--- config.mk ---
export PLATFORM = sky130hd
export DESIGN_NAME = hnc_isqrt
export DESIGN_NICKNAME = d
export VERILOG_FILES = /design/src/hw/rtl/hnc_pkg.sv /design/src/hw/rtl/hnc_isqrt.sv
export SDC_FILE = /design/constraint.sdc
export NUM_CORES = 2
export LEC_CHECK = 0
export BUFFER_PORTS_ARGS = -buffer_cell sky130_fd_sc_hd__buf_4
export CORE_UTILIZATION = 35
export CTS_BUF_LIST = sky130_fd_sc_hd__clkbuf_4 sky130_fd_sc_hd__clkbuf_8
export CTS_CLUSTER_SIZE = 28
export DETAILED_ROUTE_END_ITERATION = 12
export MAX_ROUTING_LAYER = met4
export PLACE_DENSITY = 0.54
export SETUP_SLACK_MARGIN = 0.1
export SLEW_MARGIN = 20
export SYNTH_ARGS = -nofsm -noshare
export SYNTH_HDL_FRONTEND = slang
export SYNTH_SLANG_ARGS = --single-unit
export TNS_END_PERCENT = 20
--- constraint.sdc ---
create_clock -name clk -period 5.86 [get_ports clk]
set_input_delay 0.586 -clock clk [delete_from_list [all_inputs] [get_ports clk]]
set_output_delay 0.586 -clock clk [all_outputs]
set_load 0.01 [all_outputs]
--- src/hw/rtl/hnc_pkg.sv ---
// Shared types and constants for the heightmap normal block
package hnc_pkg;

  localparam int unsigned COORD_W  = 12;
  localparam int unsigned DIM_W    = 13;
  localparam int unsigned HGT_W    = 16;
  localparam int unsigned NRM_W    = 16;
  localparam int unsigned CFG_IDX_W = 2;
  localparam int unsigned CFG_DAT_W = 16;

  localparam int unsigned DIFF_W   = HGT_W + 1;
  localparam int unsigned SQR_W    = 2 * DIFF_W - 1;
  localparam int unsigned SUM_W    = SQR_W + 1;
  localparam int unsigned RAD_W    = SUM_W + 16;
  localparam int unsigned ROOT_W   = RAD_W / 2;
  localparam int unsigned REM_W    = ROOT_W + 3;
  localparam int unsigned SQRT_STEPS = ROOT_W;

  localparam int unsigned QUO_W    = 17;
  localparam int unsigned DEN_W    = ROOT_W + 1;
  localparam int unsigned NUM_W    = DEN_W + QUO_W;
  localparam int unsigned DIV_STEPS = QUO_W;

  localparam logic [SUM_W-1:0]  DY_SQ  = SUM_W'(262144);
  localparam logic [HGT_W-1:0]  DY_MAG = HGT_W'(512);

  localparam logic [DIM_W-1:0]      MAP_W_RST = DIM_W'(256);
  localparam logic [DIM_W-1:0]      MAP_D_RST = DIM_W'(256);
  localparam logic signed [HGT_W-1:0] EDGE_RST = '0;

  localparam logic [QUO_W-1:0] POS_LIM = QUO_W'(32767);
  localparam logic [QUO_W-1:0] NEG_LIM = QUO_W'(32768);

  // front stages, sqrt, prep, divide, saturate
  localparam int unsigned PIPE_LAT = 4 + SQRT_STEPS + 1 + DIV_STEPS + 1;

  typedef enum logic [CFG_IDX_W-1:0] {
    REG_MAP_WIDTH   = 2'd0,
    REG_MAP_DEPTH   = 2'd1,
    REG_EDGE_HEIGHT = 2'd2
  } cfg_reg_t;

  typedef struct packed {
    logic signed [DIFF_W-1:0] dx;
    logic signed [DIFF_W-1:0] dz;
  } grad_t;

endpackage

--- src/hw/rtl/hnc_isqrt.sv ---
// Pipelined integer square root, one result bit per stage, with sideband
module hnc_isqrt (
  input  logic                        clk,
  input  logic                        en,
  input  logic [hnc_pkg::RAD_W-1:0]   rad_in,
  input  hnc_pkg::grad_t              side_in,
  output logic [hnc_pkg::ROOT_W-1:0]  root_out,
  output hnc_pkg::grad_t              side_out
);
  import hnc_pkg::*;

  logic [REM_W-1:0]  rem_r  [SQRT_STEPS];
  logic [ROOT_W-1:0] root_r [SQRT_STEPS];
  logic [RAD_W-1:0]  rad_r  [SQRT_STEPS];
  grad_t             side_r [SQRT_STEPS];

  for (genvar k = 0; k < SQRT_STEPS; k++) begin : g_step
    logic [REM_W-1:0]  rem_p;
    logic [ROOT_W-1:0] root_p;
    logic [RAD_W-1:0]  rad_p;
    grad_t             side_p;
    logic [REM_W-1:0]  rem_sh;
    logic [REM_W-1:0]  trial;
    logic [REM_W-1:0]  rem_nxt;
    logic [ROOT_W-1:0] root_nxt;

    if (k == 0) begin : g_first
      assign rem_p  = '0;
      assign root_p = '0;
      assign rad_p  = rad_in;
      assign side_p = side_in;
    end else begin : g_next
      assign rem_p  = rem_r[k-1];
      assign root_p = root_r[k-1];
      assign rad_p  = rad_r[k-1];
      assign side_p = side_r[k-1];
    end

    always_comb begin
      rem_sh = {rem_p[REM_W-3:0], rad_p[RAD_W-1 -: 2]};
      trial  = REM_W'({root_p, 2'b01});
      if (rem_sh >= trial) begin
        rem_nxt  = rem_sh - trial;
        root_nxt = {root_p[ROOT_W-2:0], 1'b1};
      end else begin
        rem_nxt  = rem_sh;
        root_nxt = {root_p[ROOT_W-2:0], 1'b0};
      end
    end

    always_ff @(posedge clk) begin
      if (en) begin
        rem_r[k]  <= rem_nxt;
        root_r[k] <= root_nxt;
        rad_r[k]  <= rad_p << 2;
        side_r[k] <= side_p;
      end
    end
  end

  assign root_out = root_r[SQRT_STEPS-1];
  assign side_out = side_r[SQRT_STEPS-1];

endmodule

==> impl_metrics.tcl <==
set metrics [dict create \
    clockBufferDepth 4 \
    fin_nets 7118 \
    avgRoutedWirePerCell_microns 14.7 \
    viasPerCell 4.64 \
    tns_ps 0 \
    postCtsSetupBuffers 0 \
    routed.top_layer "met4" \
    maxSlewViolCount 0 \
    layout-drive-gt1-share_pct 13.3 \
    cts-root-buf "clkbuf_8" \
    ys_ff_latch 2364 \
    syn_inst 6070 \
    final_cell_mix "edfxtp_1 (2364), inv_1 (448), clkbuf_8 (403)" \
    crit_required_ps 6600 \
    leakage_nw 40.6 \
    cts.clk_slew.worst_paths_ps 60 \
    cpLargestDelayFamily "compound AO/OA/AOI/OAI gates" \
    min_path_cells 1 \
    antenna_found_initial 1 \
    reg2regPathDepth 11 \
    ys_seq_area_share_pct 74.9 \
    rsz0062_at_grt "no" \
    worstMarginPinSlew_ps 1170 \
    grt_max_degree 166 \
    synth_edf_count 2364 \
    fin_crit_ps 4360 \
    die_x_microns 522 \
    finalSetupViolations 0 \
    critPathLaunchType "flop" \
    met3WireLength_microns 6020 \
    drtIter0Drc 2704 \
    port_buffers 144 \
    route.met2.wl_microns 79800 \
    met1_length_microns 61500 \
    overflow 0 \
    drt-total-wl_microns 155000 \
    fmax_ghz 0.229 \
    r2r_start "rem_r[2][168]" \
    grt_use_total_pct 11.5 \
    initial_core_util_pct 35.3 \
    min_to "side_r[0][49]" \
    dp.final_hpwl_microns 101000 \
    cap_violations 0 \
    fin_crit_sh_pct 74.4 \
    avgSynthCellArea_sq_um 15.6 \
    p_per_area_nw_per_um2 375 \
    regToRegSetupSlack_ps 1500 \
    h-tree-depth 5 \
    cp_common_cell "o2111ai_1" \
    final_core_util_pct 40.7 \
    worstPathMaxFanout 32 \
    async_flop_share_pct 0 \
    remaining_drc_errors 0 \
    status "finished clean" \
    grt_pass1_wl_microns 251000 \
    first_global_vias 50400 \
    synth.distinct_cells 86 \
    whs_ps 157 \
    syn2layout_area_growth_pct 15.3 \
    synth_nets 6508 \
    numCtsBuffers 401 \
    dr.pass1.iters 7 \
    drtAntennaViolNets 0 \
    boundaryPins 145 \
    synth.cell_area_sq_um 94800 \
    place.gp.congestion 0.873 \
    cts_tree "done" \
    vdd_drop_max_uv 191 \
    vias 48900 \
    final_cells 10500 \
    crit_arrival_ps 5100 \
    hold_class "in -> reg" \
    clk_latency_ps 990 \
    worst-path-buf-inv 1 \
    skew_ps 89.8 \
    final_common_cell "edfxtp_1" \
    crit_chain "ha_1, nor2b_1, o211ai_1, a21oi_1, o41ai_1, o311ai_0, o2111ai_1, o2111ai_1, nand2_1, buf_4, o21ai_0" \
    crit_slowest_cell "o41ai_1" \
    critPathKind "reg -> reg" \
    max-slew-margin-rel_pct 21.2 \
    dp.cells 9743 \
    die_h_microns 522 \
    ctsHoldBuffers 85 \
    synth-main-ff-cell "edfxtp_1" \
    cp-end-kind "flop" \
    hp-start "en" \
    regToRegEndpoint "rem_r[2][203]" \
    rows 190 \
    cts_sinks 2364 \
    totalPowerFinal_mw 41.0 \
    finalHoldViolCount 0 \
    core_area_sq_um 269000 \
    yosysWarnings 0 \
    cpPeakStageDelay_ps 940 \
    cts-resized-gates 0 \
    die_area_sq_um 273000 \
]
[kinds of logic after synthesis]
logic type | after synthesis | synth area share [%]
flip-flops | 2364 | 74.9
buffers and inverters | 533 | 2.12
AO/OA/AOI/OAI | 1001 | 6.56
XOR/XNOR | 470 | 4.34
other | 1 | 0.00396
AND/OR/NAND/NOR | 1297 | 6.80
multiplexers | 52 | 0.613
adder cells (fa/ha/maj) | 352 | 4.65
[worst max path at each step]
stage                  startpoint             to  slack (ps)  depth (start not counted)
CTS                 rem_r[1][140]  rem_r[1][182]        1520                         10
global route        rem_r[2][168]  rem_r[2][201]        1250                         11
floorplan           rem_r[2][144]  rem_r[2][193]        2540                         11
global placement    rem_r[1][140]  rem_r[1][174]        1520                         10
finish              rem_r[2][168]  rem_r[2][203]        1500                         11
detailed placement  rem_r[2][168]  rem_r[2][200]        1540                         11
[area by class of cell]
type                    count  area, sq um
multi-input cells        3173        21800
diodes                      1         2.50
flip-flops and latches   2364        71000
inverters                 451         1690
clock inverters           175         1190
repair buffers            289         2590
fillers                 24500       159000
clock buffers             539         6570
well taps                3552         4440
[metrics by stage]
step	worst slack [ps]	area [sq um]
final	1500	109000
after global routing	1250	109000
after CTS	1520	109000
after detailed placement	1540	101000
after global placement	1520	101000
after floorplan	2540	94800
[worst reg2reg max path: stages (launching register included)]
cell and delay, ps:
edfxtp_1 410, ha_1 370, nor2b_1 170, o211ai_1 170
a21oi_1 120, o41ai_1 940, o311ai_0 370, o2111ai_1 240
o2111ai_1 140, nand2_1 750, buf_4 330, o21ai_0 110
[flip-flops by register name, summed over array words and instances (netlist names)]
name / flops
rad_r: 600
rem_r: 589
root_r: 325
side_r: 850
[report_power, final]
part	total [mW]	switching, mW	internal [mW]
Sequential	21.5	0.830	20.7
Combinational	5.22	2.95	2.27
Clock	14.2	6.48	7.74
Total	41.0	10.3	30.7
[layer usage]
| metal | vias to the layer above | GRT usage [%] |
|---|---|---|
| met5 | - | - |
| met4 | 0 | 6.65 |
| met3 | 512 | 2.14 |
| met2 | 936 | 20.5 |
| met1 | 23400 | 11.8 |
| li1 | 24100 | - |
[synth_stat cells (25+ instances only)]
cell	number	area, sq um
a211oi_1	28	210
nand2b_1	65	407
nand3_1	64	320
a21oi_1	297	1490
nor2b_1	57	357
xnor2_1	245	2150
inv_1	448	1680
nor4_1	68	425
or3_1	48	300
nand4_1	53	332
and3_1	26	163
nor3_1	119	596
o21bai_1	25	188
nor2_1	305	1140
a21o_1	133	998
clkbuf_1	72	270
o31ai_1	35	263
o21a_1	68	510
nand2_1	366	1370
xor2_1	225	1970
mux2_2	48	541
edfxtp_1	2364	71000
o21ai_0	256	1280
ha_1	352	4400
(Power assumes the default switching activity.)
