## config.mk

```make
export PLATFORM = sky130hd
export DESIGN_NAME = hnc_div
export DESIGN_NICKNAME = d
export VERILOG_FILES = /design/src/hw/rtl/hnc_pkg.sv /design/src/hw/rtl/hnc_div.sv
export SDC_FILE = /design/constraint.sdc
export NUM_CORES = 2
export LEC_CHECK = 0
export ABC_CLOCK_PERIOD_IN_PS = 3600
export CAP_MARGIN = 5
export CORE_MARGIN = 4
export CORE_UTILIZATION = 58
export DETAILED_ROUTE_END_ITERATION = 7
export DONT_BUFFER_PORTS = 1
export GPL_TIMING_DRIVEN = 0
export HOLD_SLACK_MARGIN = 0.08
export PLACE_DENSITY = 0.8
export SYNTH_ARGS = -nofsm -noshare
export SYNTH_HDL_FRONTEND = slang
export SYNTH_SLANG_ARGS = --single-unit
```

## constraint.sdc

```tcl
create_clock -name clk -period 3.6 [get_ports clk]
set_input_delay 0.54 -clock clk [delete_from_list [all_inputs] [get_ports clk]]
set_output_delay 0.54 -clock clk [all_outputs]
set_load 0.005 [all_outputs]
```

## src/hw/rtl/hnc_pkg.sv

```systemverilog
// Shared types and constants for the heightmap normal block
package hnc_pkg;

  localparam int unsigned COORD_W  = 12;
  localparam int unsigned DIM_W    = 13;
  localparam int unsigned HGT_W    = 16;
  localparam int unsigned NRM_W    = 16;
  localparam int unsigned CFG_IDX_W = 2;
  localparam int unsigned CFG_DAT_W = 16;

  localparam int unsigned DIFF_W   = HGT_W + 1;
  localparam int unsigned SQR_W    = 2 * DIFF_W - 1;
  localparam int unsigned SUM_W    = SQR_W + 1;
  localparam int unsigned RAD_W    = SUM_W + 16;
  localparam int unsigned ROOT_W   = RAD_W / 2;
  localparam int unsigned REM_W    = ROOT_W + 3;
  localparam int unsigned SQRT_STEPS = ROOT_W;

  localparam int unsigned QUO_W    = 17;
  localparam int unsigned DEN_W    = ROOT_W + 1;
  localparam int unsigned NUM_W    = DEN_W + QUO_W;
  localparam int unsigned DIV_STEPS = QUO_W;

  localparam logic [SUM_W-1:0]  DY_SQ  = SUM_W'(262144);
  localparam logic [HGT_W-1:0]  DY_MAG = HGT_W'(512);

  localparam logic [DIM_W-1:0]      MAP_W_RST = DIM_W'(256);
  localparam logic [DIM_W-1:0]      MAP_D_RST = DIM_W'(256);
  localparam logic signed [HGT_W-1:0] EDGE_RST = '0;

  localparam logic [QUO_W-1:0] POS_LIM = QUO_W'(32767);
  localparam logic [QUO_W-1:0] NEG_LIM = QUO_W'(32768);

  // front stages, sqrt, prep, divide, saturate
  localparam int unsigned PIPE_LAT = 4 + SQRT_STEPS + 1 + DIV_STEPS + 1;

  typedef enum logic [CFG_IDX_W-1:0] {
    REG_MAP_WIDTH   = 2'd0,
    REG_MAP_DEPTH   = 2'd1,
    REG_EDGE_HEIGHT = 2'd2
  } cfg_reg_t;

  typedef struct packed {
    logic signed [DIFF_W-1:0] dx;
    logic signed [DIFF_W-1:0] dz;
  } grad_t;

endpackage

```

## src/hw/rtl/hnc_div.sv

```systemverilog
// Pipelined restoring divider, one quotient bit per stage, sign carried along
module hnc_div (
  input  logic                       clk,
  input  logic                       en,
  input  logic [hnc_pkg::NUM_W-1:0]  num_in,
  input  logic [hnc_pkg::DEN_W-1:0]  den_in,
  input  logic                       neg_in,
  output logic [hnc_pkg::QUO_W-1:0]  quo_out,
  output logic                       neg_out
);
  import hnc_pkg::*;

  logic [NUM_W-1:0] rem_r [DIV_STEPS];
  logic [DEN_W-1:0] den_r [DIV_STEPS];
  logic [QUO_W-1:0] quo_r [DIV_STEPS];
  logic             neg_r [DIV_STEPS];

  for (genvar k = 0; k < DIV_STEPS; k++) begin : g_step
    localparam int unsigned SH = DIV_STEPS - 1 - k;
    logic [NUM_W-1:0] rem_p;
    logic [DEN_W-1:0] den_p;
    logic [QUO_W-1:0] quo_p;
    logic             neg_p;
    logic [NUM_W-1:0] dsh;
    logic             take;

    if (k == 0) begin : g_first
      assign rem_p = num_in;
      assign den_p = den_in;
      assign quo_p = '0;
      assign neg_p = neg_in;
    end else begin : g_next
      assign rem_p = rem_r[k-1];
      assign den_p = den_r[k-1];
      assign quo_p = quo_r[k-1];
      assign neg_p = neg_r[k-1];
    end

    assign dsh  = NUM_W'(den_p) << SH;
    assign take = (rem_p >= dsh);

    always_ff @(posedge clk) begin
      if (en) begin
        rem_r[k] <= take ? (rem_p - dsh) : rem_p;
        den_r[k] <= den_p;
        quo_r[k] <= {quo_p[QUO_W-2:0], take};
        neg_r[k] <= neg_p;
      end
    end
  end

  assign quo_out = quo_r[DIV_STEPS-1];
  assign neg_out = neg_r[DIV_STEPS-1];

endmodule

```

==> results.yml <==
die:
  ioPinCount: 90
  die_h_um: 353.6
  start_util_pct: 58.58
  coreArea_sq_um: 118200
  rows: 126
  dieArea_sq_um: 125000
  die_w_um: 353.6
synth:
  ys.flop_type: "edfxtp_1"
  synth_area_sq_um: 69270
  syn-num-nets: 6691
  ys_seq_area_share_pct: 55.23
  synth_edf_count: 1274
  ys_async_sr_fraction_pct: 0
  yosysWarnings: 0
  synth_seq_cells: 1274
  synthCells: 6161
  post_synth.cell_area_avg_sq_um: 11.24
  ys_types: 91
route:
  drt_first_pass_iters: 7
  num_vias: 48160
  drtIter0Drc: 2986
  routed_wl_um: 164500
  via_per_inst: 5.951
  wl_per_cell_um: 20.32
  drcViolationCount: 0
  antenna_left: 0
final_layout:
  seq_area_sq_um: 38260
  multi_input_area_sq_um: 29640
  n_fill_cell: 8359
  drive_above_1_share_pct: 9.822
  nets: 6978
  stdcell_count: 8093
  fin_area_sq_um: 78760
  areaGrowthSynthToFinish_pct: 13.70
  antenna_cells: 0
min_path:
  hp-class: "primary input to flip-flop"
  min_path_cells: 3
  holdCritStartpoint: "num_in[37]"
  min_to: "rem_r[0][37]"
cts:
  clk_pin_slew_ns: 0.06
  cts_max_level: 4
  cts_root_buf: "clkbuf_16"
  cts_max_path_buffers: 3
  numCtsBuffers: 139
  clock_sinks: 1274
  cts_tree: "yes"
  clk_latency_ns: 0.77
global_route:
  antenna_found_initial: 1
  overflow: 0
  grt_pass1_wl_um: 252700
  grt_pass1_vias: 49480
  grt_usage_pct: 25.52
  grt_max_degree: 1109
power:
  internal_power_mw: 38.96
  combPwrFrac_pct: 39.7
  p_sw_mw: 21.87
  p_leak_nw: 30.81
  total_power_mw: 60.82
  switching_share_pct: 35.95
  pwr-share-clk_pct: 22.3
  peakVddDrop_uv: 529.6
  power_frac_seq_pct: 38.0
  power_density_nw_per_um2: 772.2
worst_setup_path:
  r2r_start: "rem_r[0][377]"
  r2r-end: "rem_r[0][429]"
  crit_path_end_kind: "flip-flop"
  path_max_fanout: 5
  rrSetupSlack_ns: 0.03
  ff2ff_path_depth: 10
  arrival_ns: 4.07
  worstPathRequired_ns: 4.10
  critPathKind: "flip-flop to flip-flop"
  worstSetupStartpointType: "flip-flop"
place:
  dp_cells: 7697
  placed_cell_area_sq_um: 71200
  hpwl_um: 118200
  gp_congestion: 1.046
  place_ws_ns: -1.328
  port_buffers: 0
sta:
  finalHoldViolations: 0
  slew_headroom_pct: 8.109
  skew_ns: 0.04738
  fin_crit_ns: 3.566
  setup_viol: 0
  fin_crit_sh_pct: 99.07
  fmax_mhz: 280.4
  worst_hold_slack_ns: 0.1406
  tightest_slew_ns: 1.378
  rsz0062_at_grt: "true"
  drv_slew: 0
  fin_ws_ns: 0.03357
run_status:
  status: "finished clean"
flow_run:
  drv_cap: 0
-- area by class of cell --
| type | instances | share of cell area [%] |
|---|---|---|
| Inverter | 550 | 2.643 |
| Buffer | 154 | 1.157 |
| Clock inverter | 75 | 0.9262 |
| Multi-Input combinational cell | 4172 | 37.63 |
| Timing Repair Buffer | 157 | 2.014 |
| Clock buffer | 175 | 4.615 |
| Tap cell | 1536 | 2.440 |
| Sequential cell | 1274 | 48.57 |
-- cell families after synthesis --
kind of cell	after synthesis	share of synthesized area, %
compound gates	1539	13.80
xor+xnor	478	6.044
fa+ha+maj	458	8.446
buf+inv	715	3.941
flops	1274	55.23
mux	63	1.021
simple gates	1634	11.52
-- cell usage in the layout, fill, tap and decap left out, types with 223 or more instances in the layout --
| cell type | instances |
|---|---|
| a21o_1 | 223 |
| a21oi_1 | 408 |
| edfxtp_1 | 1274 |
| ha_1 | 432 |
| inv_1 | 541 |
| nand2_1 | 547 |
| nor2_1 | 338 |
| o21ai_0 | 425 |
| xnor2_1 | 233 |
| xor2_1 | 244 |
-- layer usage --
layer | part of all wire [%] | global-route usage (%) | up-vias
met5 | 0 | 0 | -
met2 | 56 | 52.05 | 1483
met1 | 32 | 21.58 | 22810
li1 | - | - | 23210
met3 | 3.3 | 3.312 | 657
met4 | 8.9 | 19.89 | 0
-- worst max path at each step --
stage,start,slack [ns],endpoint,cells after the start
after detailed placement,rem_r[0][321],-1.33,rem_r[0][374],12
after global placement,rem_r[0][321],-1.33,rem_r[0][375],12
after floorplan,den_r[0][260],0.16,rem_r[0][490],13
after CTS,rem_r[0][564],-0.02,rem_r[0][640],12
after global routing,den_r[0][312],-0.15,rem_r[0][598],14
final,rem_r[0][377],0.03,rem_r[0][429],10
-- synthesized netlist by cell type, drive strengths merged (33+ instances only) --
cell / count / area, sq um
nor2b: 62 / 387.9
nand2: 550 / 2064
edfxtp: 1274 / 38260
nor3: 111 / 570.6
buf: 39 / 192.7
nand2b: 71 / 444.2
a21oi: 427 / 2141
o21bai: 53 / 397.9
nand4: 84 / 525.5
mux2: 55 / 626.9
nor4: 81 / 513.0
a211oi: 33 / 247.7
xor2: 244 / 2137
o31ai: 35 / 262.8
nor2: 343 / 1287
nand3: 107 / 535.5
clkbuf: 126 / 473.0
a21o: 223 / 1674
a31oi: 45 / 281.5
or3: 34 / 217.7
o21a: 73 / 548.0
o21ai: 452 / 2262
ha: 442 / 5530
and3: 41 / 256.5
xnor2: 234 / 2049
inv: 550 / 2064
-- registers in the layout (all words and copies together) (netlist names) --
register	count
rem_r	688
neg_r	17
quo_r	153
den_r	416
-- power groups by stage --
stage               registers, mW  logic (mW)  clock network [mW]
floorplan                    22.5        17.1                   0
global placement             23.2        21.3                   0
detailed placement           23.3        21.8                   0
CTS                          23.0        22.7                13.8
global route                 23.4        26.6                14.5
finish                       23.1        24.2                13.6
-- critical path, cell delays in order (launching register included) --
cell and delay (ns):
edfxtp_1 0.48, or3_1 0.51, or4_1 0.55, nor4_2 0.28, nand4b_1 0.17, or2_2 0.38
nor2_4 0.23, buf_6 0.15, clkinvlp_4 0.16, and4_1 0.27, xor2_1 0.14
-- stage by stage --
stage	util [%]	TNS (ns)
6_report	66.61	0
5_1_grt	66.61	-3.511
4_1_cts	65.48	-0.03372
3_5_place_dp	60.22	-322.30
3_3_place_gp	60.21	-300.99
2_1_floorplan	-	0
-- repair_timing --
action | in CTS | in global routing
hold endpoints to repair | 176 | 10
resized for setup | 239 | 205
buffers inserted | 24 | 51
pin swaps | 35 | 82
cloned | 0 | 5
hold buffers | 71 | 1
setup endpoints to repair | 537 | 793
Note: power is estimated with default switching activity, not from simulation.
